**src/sv/sgr2irc_pkg.sv**
```systemverilog
// shared types, byte codes and colour digit table for the sgr to irc converter
package sgr2irc_pkg;

    // parser mode of the front end
    typedef enum logic [1:0] {
        MODE_TEXT = 2'd0,
        MODE_ESC  = 2'd1,
        MODE_SEQ  = 2'd2
    } mode_t;

    // byte codes
    localparam logic [7:0] BYTE_ESC      = 8'h1B;
    localparam logic [7:0] BYTE_RESET    = 8'h0F;
    localparam logic [7:0] BYTE_COLOR    = 8'h03;
    localparam logic [7:0] BYTE_COMMA    = 8'h2C;
    localparam logic [7:0] BYTE_SEMI     = 8'h3B;
    localparam logic [7:0] BYTE_M        = 8'h6D;
    localparam logic [7:0] BYTE_LBRACKET = 8'h5B;
    localparam logic [7:0] BYTE_ZERO     = 8'h30;
    localparam logic [7:0] BYTE_NINE     = 8'h39;
    localparam logic [7:0] BYTE_ONE      = 8'h31;

    // colour index that means unset
    localparam logic [3:0] NO_COLOR = 4'hF;

    // output slots of one command: two plain bytes, then the colour burst
    localparam int SLOTS = 8;
    localparam logic [2:0] SLOT_PRE0  = 3'd0;
    localparam logic [2:0] SLOT_PRE1  = 3'd1;
    localparam logic [2:0] SLOT_CTRL  = 3'd2;
    localparam logic [2:0] SLOT_FG_HI = 3'd3;
    localparam logic [2:0] SLOT_FG_LO = 3'd4;
    localparam logic [2:0] SLOT_COMMA = 3'd5;
    localparam logic [2:0] SLOT_BG_HI = 3'd6;
    localparam logic [2:0] SLOT_BG_LO = 3'd7;

    // work handed from front to back for one input byte
    typedef struct packed {
        logic       pre0_v;
        logic [7:0] pre0;
        logic       pre1_v;
        logic [7:0] pre1;
        logic       col_v;
        logic [3:0] fg;
        logic [3:0] bg;
    } cmd_t;

    // irc colour digits: 01 04 03 07 02 06 11 15
    function automatic logic [7:0] color_digit(input logic [2:0] idx, input logic hi);
        logic [7:0] d;
        if (hi) begin
            d = (idx == 3'd6 || idx == 3'd7) ? BYTE_ONE : BYTE_ZERO;
        end else begin
            unique case (idx)
                3'd0:    d = 8'h31;
                3'd1:    d = 8'h34;
                3'd2:    d = 8'h33;
                3'd3:    d = 8'h37;
                3'd4:    d = 8'h32;
                3'd5:    d = 8'h36;
                3'd6:    d = 8'h31;
                default: d = 8'h35;
            endcase
        end
        return d;
    endfunction

endpackage

```
**src/sv/sgr2irc_front.sv**
```systemverilog
// front end: parses input bytes, tracks colours and issues output commands
module sgr2irc_front (
    input  logic                aclk,
    input  logic                aresetn,
    input  logic                in_valid,
    input  logic [7:0]          in_ch,
    input  logic                in_eot,
    output logic                in_ready,
    output logic                q_valid,
    input  logic                q_ready,
    output sgr2irc_pkg::cmd_t   q_cmd
);
    import sgr2irc_pkg::*;

    mode_t      mode_reg, mode_next, mode_step;
    logic [1:0] pchars_reg, pchars_next;
    logic [6:0] pvalue_reg, pvalue_next;
    logic       pended_reg, pended_next;
    logic [3:0] fg_reg, fg_next;
    logic [3:0] bg_reg, bg_next;

    logic       fire;
    logic       is_end;
    logic       is_digit;
    logic       is_zero;
    logic [6:0] pv_acc;
    logic [3:0] fg_dec, bg_dec;
    cmd_t       cmd;

    assign in_ready = q_ready;
    assign fire     = in_valid && q_ready;
    assign is_end   = (in_ch == BYTE_SEMI) || (in_ch == BYTE_M);
    assign is_digit = (in_ch >= BYTE_ZERO) && (in_ch <= BYTE_NINE);
    assign pv_acc   = 7'(pvalue_reg * 7'd10) + {3'b000, in_ch[3:0]};
    assign is_zero  = (pvalue_reg == 7'd0);

    // parameter decode
    always_comb begin
        fg_dec = fg_reg;
        bg_dec = bg_reg;
        if (pvalue_reg >= 7'd30 && pvalue_reg <= 7'd36) fg_dec = 4'(pvalue_reg - 7'd30);
        if (pvalue_reg == 7'd37 || pvalue_reg == 7'd39) fg_dec = NO_COLOR;
        if (pvalue_reg >= 7'd41 && pvalue_reg <= 7'd47) bg_dec = 4'(pvalue_reg - 7'd40);
        if (pvalue_reg == 7'd40 || pvalue_reg == 7'd49) bg_dec = NO_COLOR;
        if (is_zero) begin
            fg_dec = NO_COLOR;
            bg_dec = NO_COLOR;
        end
    end

    // next mode
    always_comb begin
        unique case (mode_reg)
            MODE_SEQ: mode_step = (in_ch == BYTE_M) ? MODE_TEXT : MODE_SEQ;
            MODE_ESC: begin
                if (in_ch == BYTE_LBRACKET) mode_step = MODE_SEQ;
                else mode_step = (in_ch == BYTE_ESC) ? MODE_ESC : MODE_TEXT;
            end
            default:  mode_step = (in_ch == BYTE_ESC) ? MODE_ESC : MODE_TEXT;
        endcase
        mode_next = in_eot ? MODE_TEXT : mode_step;
    end

    // parameter and colour state, command out
    always_comb begin
        pchars_next = pchars_reg;
        pvalue_next = pvalue_reg;
        pended_next = pended_reg;
        fg_next     = fg_reg;
        bg_next     = bg_reg;
        cmd         = '0;
        cmd.pre0    = in_ch;
        cmd.pre1    = in_ch;
        cmd.fg      = fg_dec;
        cmd.bg      = bg_dec;
        unique case (mode_reg)
            MODE_SEQ: begin
                if (is_end) begin
                    fg_next     = fg_dec;
                    bg_next     = bg_dec;
                    pchars_next = 2'd0;
                    pvalue_next = 7'd0;
                    pended_next = 1'b0;
                    cmd.pre0_v  = is_zero;
                    cmd.pre0    = BYTE_RESET;
                    cmd.col_v   = (in_ch == BYTE_M) &&
                                  ((fg_dec != NO_COLOR) || (bg_dec != NO_COLOR));
                end else if (pchars_reg < 2'd2) begin
                    pchars_next = pchars_reg + 2'd1;
                    if (!pended_reg) begin
                        if (is_digit) pvalue_next = pv_acc;
                        else pended_next = 1'b1;
                    end
                end
            end
            MODE_ESC: begin
                if (in_ch == BYTE_LBRACKET) begin
                    pchars_next = 2'd0;
                    pvalue_next = 7'd0;
                    pended_next = 1'b0;
                end else begin
                    cmd.pre0_v = 1'b1;
                    cmd.pre0   = BYTE_ESC;
                    cmd.pre1_v = (in_ch != BYTE_ESC);
                end
            end
            default: begin
                cmd.pre0_v = (in_ch != BYTE_ESC);
            end
        endcase
        // flush a pending escape at end of text
        if (in_eot && mode_step == MODE_ESC) begin
            if (cmd.pre0_v) begin
                cmd.pre1_v = 1'b1;
                cmd.pre1   = BYTE_ESC;
            end else begin
                cmd.pre0_v = 1'b1;
                cmd.pre0   = BYTE_ESC;
            end
        end
        if (in_eot) begin
            pchars_next = 2'd0;
            pvalue_next = 7'd0;
            pended_next = 1'b0;
            fg_next     = NO_COLOR;
            bg_next     = NO_COLOR;
        end
    end

    assign q_cmd   = cmd;
    assign q_valid = in_valid && (cmd.pre0_v || cmd.pre1_v || cmd.col_v);

    // state registers
    always_ff @(posedge aclk) begin
        if (!aresetn) begin
            mode_reg   <= MODE_TEXT;
            pchars_reg <= 2'd0;
            pvalue_reg <= 7'd0;
            pended_reg <= 1'b0;
            fg_reg     <= NO_COLOR;
            bg_reg     <= NO_COLOR;
        end else if (fire) begin
            mode_reg   <= mode_next;
            pchars_reg <= pchars_next;
            pvalue_reg <= pvalue_next;
            pended_reg <= pended_next;
            fg_reg     <= fg_next;
            bg_reg     <= bg_next;
        end
    end

endmodule

```
**src/sv/sgr2irc_queue.sv**
```systemverilog
// small command fifo between the front end and the back end
module sgr2irc_queue #(
    parameter int DEPTH = 2
) (
    input  logic                aclk,
    input  logic                aresetn,
    input  logic                in_valid,
    output logic                in_ready,
    input  sgr2irc_pkg::cmd_t   in_cmd,
    output logic                out_valid,
    input  logic                out_ready,
    output sgr2irc_pkg::cmd_t   out_cmd
);
    import sgr2irc_pkg::*;

    localparam int PW = $clog2(DEPTH);
    localparam int CW = $clog2(DEPTH + 1);

    cmd_t          mem_reg [DEPTH];
    logic [PW-1:0] wptr_reg, wptr_next;
    logic [PW-1:0] rptr_reg, rptr_next;
    logic [CW-1:0] count_reg, count_next;
    logic          push, pop;

    assign in_ready  = (count_reg != CW'(DEPTH));
    assign out_valid = (count_reg != '0);
    assign out_cmd   = mem_reg[rptr_reg];
    assign push      = in_valid && in_ready;
    assign pop       = out_valid && out_ready;

    // pointer and fill count update
    always_comb begin
        wptr_next = wptr_reg;
        rptr_next = rptr_reg;
        if (push) wptr_next = (wptr_reg == PW'(DEPTH - 1)) ? '0 : wptr_reg + PW'(1);
        if (pop)  rptr_next = (rptr_reg == PW'(DEPTH - 1)) ? '0 : rptr_reg + PW'(1);
        unique case ({push, pop})
            2'b10:   count_next = count_reg + CW'(1);
            2'b01:   count_next = count_reg - CW'(1);
            default: count_next = count_reg;
        endcase
    end

    // control registers
    always_ff @(posedge aclk) begin
        if (!aresetn) begin
            wptr_reg  <= '0;
            rptr_reg  <= '0;
            count_reg <= '0;
        end else begin
            wptr_reg  <= wptr_next;
            rptr_reg  <= rptr_next;
            count_reg <= count_next;
        end
    end

    // entry storage
    always_ff @(posedge aclk) begin
        if (push) mem_reg[wptr_reg] <= in_cmd;
    end

endmodule

```
**src/sv/sgr2irc_back.sv**
```systemverilog
// back end: expands one command into its output bytes, one per cycle while the output is ready
module sgr2irc_back (
    input  logic                aclk,
    input  logic                aresetn,
    input  logic                q_valid,
    output logic                q_ready,
    input  sgr2irc_pkg::cmd_t   q_cmd,
    output logic                out_valid,
    input  logic                out_ready,
    output logic [7:0]          out_byte,
    output logic                out_last
);
    import sgr2irc_pkg::*;

    cmd_t             cmd_reg, cmd_next;
    logic [SLOTS-1:0] mask_reg, mask_next;
    logic [SLOTS-1:0] q_mask, rest;
    logic [2:0]       sel;
    logic             fire;

    // slots that a fresh command fills
    always_comb begin
        q_mask               = '0;
        q_mask[SLOT_PRE0]    = q_cmd.pre0_v;
        q_mask[SLOT_PRE1]    = q_cmd.pre1_v;
        q_mask[SLOT_CTRL]    = q_cmd.col_v;
        q_mask[SLOT_FG_HI]   = q_cmd.col_v && (q_cmd.fg != NO_COLOR);
        q_mask[SLOT_FG_LO]   = q_cmd.col_v && (q_cmd.fg != NO_COLOR);
        q_mask[SLOT_COMMA]   = q_cmd.col_v && (q_cmd.bg != NO_COLOR);
        q_mask[SLOT_BG_HI]   = q_cmd.col_v && (q_cmd.bg != NO_COLOR);
        q_mask[SLOT_BG_LO]   = q_cmd.col_v && (q_cmd.bg != NO_COLOR);
    end

    // lowest pending slot
    always_comb begin
        sel = '0;
        for (int i = SLOTS - 1; i >= 0; i--) begin
            if (mask_reg[i]) sel = 3'(i);
        end
    end

    assign rest = mask_reg & SLOTS'(mask_reg - SLOTS'(1));

    // byte of the selected slot
    always_comb begin
        unique case (sel)
            SLOT_PRE0:  out_byte = cmd_reg.pre0;
            SLOT_PRE1:  out_byte = cmd_reg.pre1;
            SLOT_CTRL:  out_byte = BYTE_COLOR;
            SLOT_FG_HI: out_byte = color_digit(cmd_reg.fg[2:0], 1'b1);
            SLOT_FG_LO: out_byte = color_digit(cmd_reg.fg[2:0], 1'b0);
            SLOT_COMMA: out_byte = BYTE_COMMA;
            SLOT_BG_HI: out_byte = color_digit(cmd_reg.bg[2:0], 1'b1);
            default:    out_byte = color_digit(cmd_reg.bg[2:0], 1'b0);
        endcase
    end

    assign out_valid = (mask_reg != '0);
    assign out_last  = (rest == '0);
    assign fire      = out_valid && out_ready;
    assign q_ready   = !out_valid || (fire && out_last);

    // load a new command or step to the next slot
    always_comb begin
        cmd_next  = cmd_reg;
        mask_next = mask_reg;
        if (q_ready) begin
            mask_next = q_valid ? q_mask : '0;
            if (q_valid) cmd_next = q_cmd;
        end else if (fire) begin
            mask_next = rest;
        end
    end

    // control registers
    always_ff @(posedge aclk) begin
        if (!aresetn) begin
            mask_reg <= '0;
        end else begin
            mask_reg <= mask_next;
        end
    end

    // command payload
    always_ff @(posedge aclk) begin
        cmd_reg <= cmd_next;
    end

endmodule

```
**src/sv/ansi_sgr_to_irc_color.sv**
```systemverilog
// top level of the ansi sgr to irc colour converter
//
//  channel  dir  tdata           tlast         role
//  s_       in   [7:0] ch        end_of_text   input text bytes
//  m_       out  [7:0] out_byte  last_of_run   converted irc text bytes
//
// an input byte that yields zero or one result keeps the stream at one byte
// per cycle while the output is ready. a colour burst holds the back end
// until its last byte is taken, and the command queue of QUEUE_DEPTH entries
// lets the front keep taking bytes until it fills. synchronous active-low
// reset brings the parser to text mode with both colours unset and empties
// the queue; either side may stall at any time without loss.
module ansi_sgr_to_irc_color #(
    parameter int QUEUE_DEPTH = 2
) (
    input  logic       aclk,
    input  logic       aresetn,
    input  logic       s_tvalid,
    output logic       s_tready,
    input  logic [7:0] s_tdata,   // [7:0] ch
    input  logic       s_tlast,
    output logic       m_tvalid,
    input  logic       m_tready,
    output logic [7:0] m_tdata,   // [7:0] out_byte
    output logic       m_tlast
);
    import sgr2irc_pkg::*;

    logic fq_valid, fq_ready;
    cmd_t fq_cmd;
    logic qb_valid, qb_ready;
    cmd_t qb_cmd;

    // parser
    sgr2irc_front u_front (
        .aclk     (aclk),
        .aresetn  (aresetn),
        .in_valid (s_tvalid),
        .in_ch    (s_tdata),
        .in_eot   (s_tlast),
        .in_ready (s_tready),
        .q_valid  (fq_valid),
        .q_ready  (fq_ready),
        .q_cmd    (fq_cmd)
    );

    // command queue
    sgr2irc_queue #(
        .DEPTH (QUEUE_DEPTH)
    ) u_queue (
        .aclk      (aclk),
        .aresetn   (aresetn),
        .in_valid  (fq_valid),
        .in_ready  (fq_ready),
        .in_cmd    (fq_cmd),
        .out_valid (qb_valid),
        .out_ready (qb_ready),
        .out_cmd   (qb_cmd)
    );

    // byte sequencer
    sgr2irc_back u_back (
        .aclk      (aclk),
        .aresetn   (aresetn),
        .q_valid   (qb_valid),
        .q_ready   (qb_ready),
        .q_cmd     (qb_cmd),
        .out_valid (m_tvalid),
        .out_ready (m_tready),
        .out_byte  (m_tdata),
        .out_last  (m_tlast)
    );

    // output goes quiet after reset
    assert property (@(posedge aclk) !aresetn |=> !m_tvalid)
        else $error("result valid right after reset");

    // an idle back end always takes a waiting command
    assert property (@(posedge aclk) disable iff (!aresetn)
        (qb_valid && !m_tvalid) |-> qb_ready)
        else $error("back end idle while command waits");

    // a command is only offered with a valid input byte, and is taken exactly when the front accepts that byte
    assert property (@(posedge aclk) disable iff (!aresetn)
        fq_valid |-> (s_tvalid && s_tready == fq_ready))
        else $error("command without accepted input");

    // a non-empty queue output stays until taken
    assert property (@(posedge aclk) disable iff (!aresetn)
        (qb_valid && !qb_ready) |=> qb_valid)
        else $error("queued command lost");

endmodule

```
**config.mk**
```make
export PLATFORM = sky130hd
export DESIGN_NAME = ansi_sgr_to_irc_color
export DESIGN_NICKNAME = d
export VERILOG_FILES = /design/src/sv/sgr2irc_pkg.sv /design/src/sv/sgr2irc_front.sv /design/src/sv/sgr2irc_queue.sv /design/src/sv/sgr2irc_back.sv /design/src/sv/ansi_sgr_to_irc_color.sv
export SDC_FILE = /design/constraint.sdc
export NUM_CORES = 1
export LEC_CHECK = 0
export ABC_AREA = 1
export BUFFER_PORTS_ARGS = -buffer_cell sky130_fd_sc_hd__buf_2
export CORE_MARGIN = 1
export CORE_UTILIZATION = 60
export CTS_CLUSTER_DIAMETER = 60
export CTS_CLUSTER_SIZE = 40
export DETAILED_ROUTE_END_ITERATION = 8
export PLACE_DENSITY = 0.75
export SYNTH_ARGS = -nofsm -noshare
export SYNTH_HDL_FRONTEND = slang
export SYNTH_SLANG_ARGS = --single-unit
```
**constraint.sdc**
```tcl
create_clock -name aclk -period 4 [get_ports aclk]
set_input_delay 1 -clock aclk [delete_from_list [all_inputs] [get_ports aclk]]
set_output_delay 1 -clock aclk [all_outputs]
set_load 0.02 [all_outputs]
```
# After elaboration in Yosys (flattened, before gate mapping)
# Memory sizes are Yosys's and may differ from the RTL's. A register that Yosys moved wholly into a read port is not among the register bits.
# Cells that the tools add are included.
[totals]
ff_bits = 54
ram_bits = 54
input_bits = 13
out_inout_bits = 11
elab_cells = 186
n_memories = 1
[op_classes]
n_addsub = 9
multipliers = 1
magnitude_cmp = 7
n_eq_ne = 43
mux = 69
bitwise = 1
n_reduce_logical = 41
[mem_list]
columns = ["name", "depth", "width", "read_ports", "rd_ports_with_merged_regs", "wr", "line", "source"]
rows = [
  ["u_queue.mem_reg", 2, 27, 1, 1, 1, "sgr2irc_queue.sv:19", "cmd_t mem_reg [DEPTH];"],
]
[op_table]
columns = ["cell", "n"]
rows = [
  ["one-hot mux 8 bit (7 select lines)", 1],
  ["two-way mux 4 bit", 12],
  ["two-way mux 7 bit", 6],
  ["one-hot mux 3 bit (6 select lines)", 2],
  ["== test 3 bit (second input constant)", 11],
  ["two-way mux 8 bit", 4],
  ["== test 7 x 6 -> 1 bit (second input constant)", 4],
  ["two-way mux 3 bit", 8],
  ["inequality test 4 bit (second input constant)", 5],
  ["== test 3 x 2 -> 1 bit (second input constant)", 6],
  ["two-way mux 1 bit", 18],
  ["two-way mux 18 bit", 1],
  ["two-way mux 9 bit", 2],
  ["== test 8 x 7 -> 1 bit (second input constant)", 2],
  ["one-hot mux 8 bit (2 select lines)", 1],
  ["less-or-equal comparator 7 x 6 -> 1 bit (second input constant)", 2],
  ["two-way mux 2 bit", 7],
  ["one-hot mux 7 bit (2 select lines)", 1],
  ["logical AND 1 bit", 13],
  ["one-hot mux 2 bit (2 select lines)", 3],
  ["two-way mux 10 bit", 1],
  ["nonzero test 2 bit", 5],
  ["== test 3 x 1 -> 1 bit (second input constant)", 3],
  ["logical NOT 3 bit", 3],
  ["33 further kinds", 50],
]

# Longest topological paths before layout
[depth]
depth_word = 15
depth_mapped = 21
depth_no_buf = 20

# By module
# A second synthesis with hierarchy kept.
[unflattened]
hier_cells = 604
area_unflattened_um2 = 5764.3
[by_module_without_submodules]
columns = ["mod", "instances", "cells_per_inst", "area_each_um2", "seq_area_each_um2"]
rows = [
  ["sgr2irc_queue", 1, 120, 2292.2, 1721.7],
  ["sgr2irc_front", 1, 302, 1881.8, 400.4],
  ["sgr2irc_back", 1, 182, 1590.3, 820.8],
]

# Least setup slack after synthesis
# Ideal clock, no wire load.
[synth_timing]
path_type = "input -> register"
start = "input s_tdata[2]"
end = "memory u_queue.mem_reg[0][0] in the netlist's numbering (enable)"
setup_time_ns = 0.411
t_arrival_ns = 3.124
required_time_ns = 3.589
setup_slack_ns = 0.465
path_stages = 11
path_buffers = 0
path_cell_list = "inv_2 nand2_1 nor3_2 nand4_1 nor2_1 nand2_1 nor2_1 nor2_1 nand2_1 nand2_1 nor2_1"
[synth_between]
elab_chain_len = 13
elab_cells_between_ends = 27
cone_classes = "6 x eq/ne; 14 x mux; 7 x reduce/logical"
[synth_rtl]
columns = ["item", "line", "source"]
rows = [
  ["from (decl)", "ansi_sgr_to_irc_color.sv:20", "input logic [7:0] s_tdata,"],
  ["== test 8 x 5 -> 1 bit", "sgr2irc_front.sv:57, sgr2irc_front.sv:59", ""],
  ["two-way mux 1 bit", "sgr2irc_front.sv:57, sgr2irc_front.sv:59", ""],
  ["two-way mux 2 bit", "sgr2irc_front.sv:56", "if (in_ch == BYTE_LBRACKET) mode_step = MODE_SEQ;"],
  ["one-hot mux 2 bit (2 select lines)", "sgr2irc_front.sv:53", "unique case (mode_reg)"],
  ["== test 2 x 1 -> 1 bit", "sgr2irc_front.sv:112", "if (in_eot && mode_step == MODE_ESC) begin"],
  ["logical AND 1 bit", "sgr2irc_front.sv:112", ""],
  ["two-way mux 18 bit", "sgr2irc_front.sv:112", ""],
  ["logical OR 1 bit", "sgr2irc_front.sv:131", "assign q_valid = in_valid && (cmd.pre0_v || cmd.pre1_v || cmd.col_v);"],
  ["logical OR 1 bit *", "sgr2irc_front.sv:131", ""],
  ["logical AND 1 bit *", "sgr2irc_front.sv:131", ""],
  ["logical AND 1 bit *", "sgr2irc_queue.sv:28", "assign push = in_valid && in_ready;"],
  ["two-way mux 1 bit *", "sgr2irc_queue.sv:59", "if (push) mem_reg[wptr_reg] <= in_cmd;"],
  ["two-way mux 1 bit (not written as such) *", "sgr2irc_queue.sv:59", ""],
  ["to (decl)", "sgr2irc_queue.sv:19", ""],
]
# Mark *: on every way between the ends. The rest lies on a longest branch, timed or not.

# Worst setup path in the final report
[layout_timing]
start = "register u_back.mask_reg[4]"
end = "output m_tdata[2]"
[layout_between]
elab_chain_len = 7
elab_cells_between_ends = 13
cone_classes = "6 x eq/ne; 6 x mux; 1 x reduce/logical"
[layout_rtl]
columns = ["item", "line", "source"]
rows = [
  ["from (decl)", "sgr2irc_back.sv:16", "logic [SLOTS-1:0] mask_reg, mask_next;"],
  ["from (signal assigned)", "sgr2irc_back.sv:80", "mask_reg <= mask_next;"],
  ["two-way mux 3 bit * (5 in series)", "sgr2irc_back.sv:38", "if (mask_reg[i]) sel = 3'(i);"],
  ["== test 3 bit (tied with other cells)", "sgr2irc_back.sv:46", "unique case (sel)"],
  ["one-hot mux 8 bit (7 select lines) *", "sgr2irc_back.sv:46", ""],
  ["to (decl)", "ansi_sgr_to_irc_color.sv:24", "output logic [7:0] m_tdata,"],
]
# Marked as above.

==> reports/qor.yml <==
status:
  outcome: "complete, no violations"
synthesis:
  ys_seq_elements: 109
  yosys-top-cells-area: "edfxtp_1 43%, dfxtp_1 12%, nand2_1 7.0%, mux2_2 4.5%, nor2_1 3.8%"
  ys_types: 40
  synth_async_sr_flop_share: 0
  synth_edf_count: 76
  syn_avg_cell_area_um2: 9.74
  netlist_instances: 544
  ys_seq_area_frac: 0.556
  ys_top_cells_by_count: "99 x nand2_1, 76 x edfxtp_1, 54 x nor2_1, 48 x inv_1, 38 x nand3_1"
  ys_warn_count: 0
  syn_nets: 572
  yosysMostFrequentCell: "nand2_1"
  mappedNetlistArea_um2: 5300
  yosys.area.top_type: "edfxtp_1"
  ys.flop_type: "edfxtp_1"
  synth_top_area_frac: 0.431
worst_setup_path:
  cp.required_ns: 3.00
  timing_worst_setup_path_type: "flip-flop to output port"
  slowest_delay_ns: 0.38
  path_delay_family: "compound AO/OA/AOI/OAI gates"
  cpMaxStageDelayCell: "dfxtp_1"
  cp-start-kind: "flip-flop"
  path_buf_inv: 2
  end_kind: "output port"
  critPathArrivalTime_ns: 2.35
  crit_fanout: 8
  crit_chain: "nor2_2 > o21ai_0 > a21oi_1 > nor2_1 > nand2_1 > inv_1 > nand2_1 > nand3_1 > a21oi_1 > o21ai_0 > buf_2"
grt:
  grt_usage: 0.243
  antenna_found_initial: 0
  overflow: 0
  grt_pass1_wl_um: 16500
  grt_pass1_vias: 3642
  grt_max_degree: 30
clocking:
  cts_htree_levels: 3
  clk_pin_slew_worst_paths_ns: 0.11
  cts.sinks: 109
  tritoncts: "built"
  clockBufferDepth: 2
  postCtsSetupRepairBufs: 0
  cts_buffers: 9
  clock_latency_ns: 0.38
  clock-root-buffer: "clkbuf_8"
  post_cts_resized: 0
  hold_buffers: 0
floorplan:
  die_area_um2: 9210
  core_area_um2: 8380
  ios: 24
  initial_core_util: 0.632
  fp.dieW_um: 96.0
  die_y_um: 96.0
  placementRows: 33
sta:
  fmax_mhz: 299
  drv_slew: 0
  hold_viol_final: 0
  period_share: 0.837
  max-slew-margin-rel: 0.513
  min_period_ns: 3.35
  worst_clock_skew_ns: 0.0149
  rsz0062_at_grt: "false"
  setup_tns_ns: 0
  setup_viol: 0
  worstMarginPinSlew_ns: 0.729
final_layout:
  fin_util: 0.679
  diodes: 0
  layout-drive-gt1-share: 0.177
  nets: 593
  syn_to_final_growth_pct: 7.42
  largest_reg_flops: 54
place:
  dpl.hpwl_um: 7410
  gp_congestion: 0.863
  port_buffers: 23
route:
  avgRoutedWirePerCell_um: 15.1
  drt_pass1_iterations: 5
  ant_nets: 0
  drt_iter0_drc: 206
  routed_via_density: 5.61
  finalWirelength_um: 10200
  vias: 3789
  drcViolationCount: 0
power:
  worst_ir_drop_vdd_v: 0.000280
  leakagePower_nw: 2.19
  cellPowerDensity_nw_per_um2: 626
  power_mw: 3.56
flow_run:
  max-cap-violations: 0
hold_path:
  hold_path.class: "flip-flop to flip-flop"
==> metrics by stage <==
stage	cell area (um^2)	hold slack, ns	worst slack (ns)	std cells
floorplan	5300	0.426	0.465	544
detailed placement	5500	0.452	0.860	659
CTS	5690	0.465	0.651	675
global placement	5500	0.441	0.992	659
finish	5690	0.465	0.651	675
global route	5690	0.497	0.474	675
==> cell type report <==
| type | count | area [um^2] |
|---|---|---|
| sequential | 109 | 2940 |
| fill | 673 | 2690 |
| multi-input combinational | 358 | 2060 |
| inverter | 61 | 229 |
| timing repair buffer | 26 | 138 |
| tap | 105 | 131 |
| clock buffer | 9 | 124 |
| clock inverter | 7 | 65.1 |
==> layout by cell type, fill, tap and decap left out, types with 3 or more instances in the layout <==
cell / n
nand2_1: 99
edfxtp_1: 76
nor2_1: 53
inv_1: 48
nand3_1: 38
dfxtp_1: 33
a21oi_1: 28
o21ai_0: 24
buf_2: 23
mux2_2: 21
ha_1: 13
inv_2: 12
clkbuf_8: 9
nand4_1: 8
o22ai_1: 8
nor2_2: 6
nand2_2: 6
o21ai_1: 5
a31oi_1: 5
nor2_4: 4
xor2_1: 4
mux2i_1: 4
o211ai_1: 4
xnor2_1: 4
o21ai_2: 3
nand3_2: 3
nor3_1: 3
buf_4: 3
==> final timing paths <==
path	startpoint	to	slack [ns]	cells past startpoint
worst min register to register	u_queue.rptr_reg$_SDFFE_PN0P_	flip-flop	0.47	1
worst max-delay path	u_back.mask_reg[4]$_SDFFE_PN0P_	m_tdata[2]	0.65	11
worst min-delay path	u_queue.rptr_reg$_SDFFE_PN0P_	flip-flop	0.47	1
worst max register to register	u_front.pvalue_reg[2]$_SDFFE_PN0P_	u_queue.count_reg[1]$_SDFFE_PN0P_	1.14	18
==> logic make-up after synthesis <==
kind of cell / count (synthesis) / share of synthesized area
DFF: 109 / 0.556
buffers and inverters: 77 / 0.0560
muxes: 25 / 0.0522
AOI/OAI and AO/OA: 85 / 0.0926
xor gates and xnor gates: 8 / 0.0132
and+or+nand+nor: 225 / 0.192
adders and majority gates: 15 / 0.0383
==> where the power goes <==
group	internal (mW)	total, mW	switching [mW]	leakage (nW)
Sequential	1.48	1.58	0.103	0.927
Combinational	0.452	1.35	0.899	1.17
Clock	0.240	0.627	0.388	0.0925
Total	2.17	3.56	1.39	2.19
==> per-layer routing <==
| layer | wire, um | part of all wire | global-route usage | up-vias |
|---|---|---|---|---|
| met5 | 0 | 0 | 0 | - |
| met4 | 170 | 0.017 | 0.101 | 0 |
| met3 | 432 | 0.042 | 0.0355 | 15 |
| met2 | 5130 | 0.50 | 0.434 | 87 |
| met1 | 4450 | 0.44 | 0.294 | 1778 |
| li1 | - | - | - | 1909 |
Note: power is estimated with default switching activity, not from simulation.
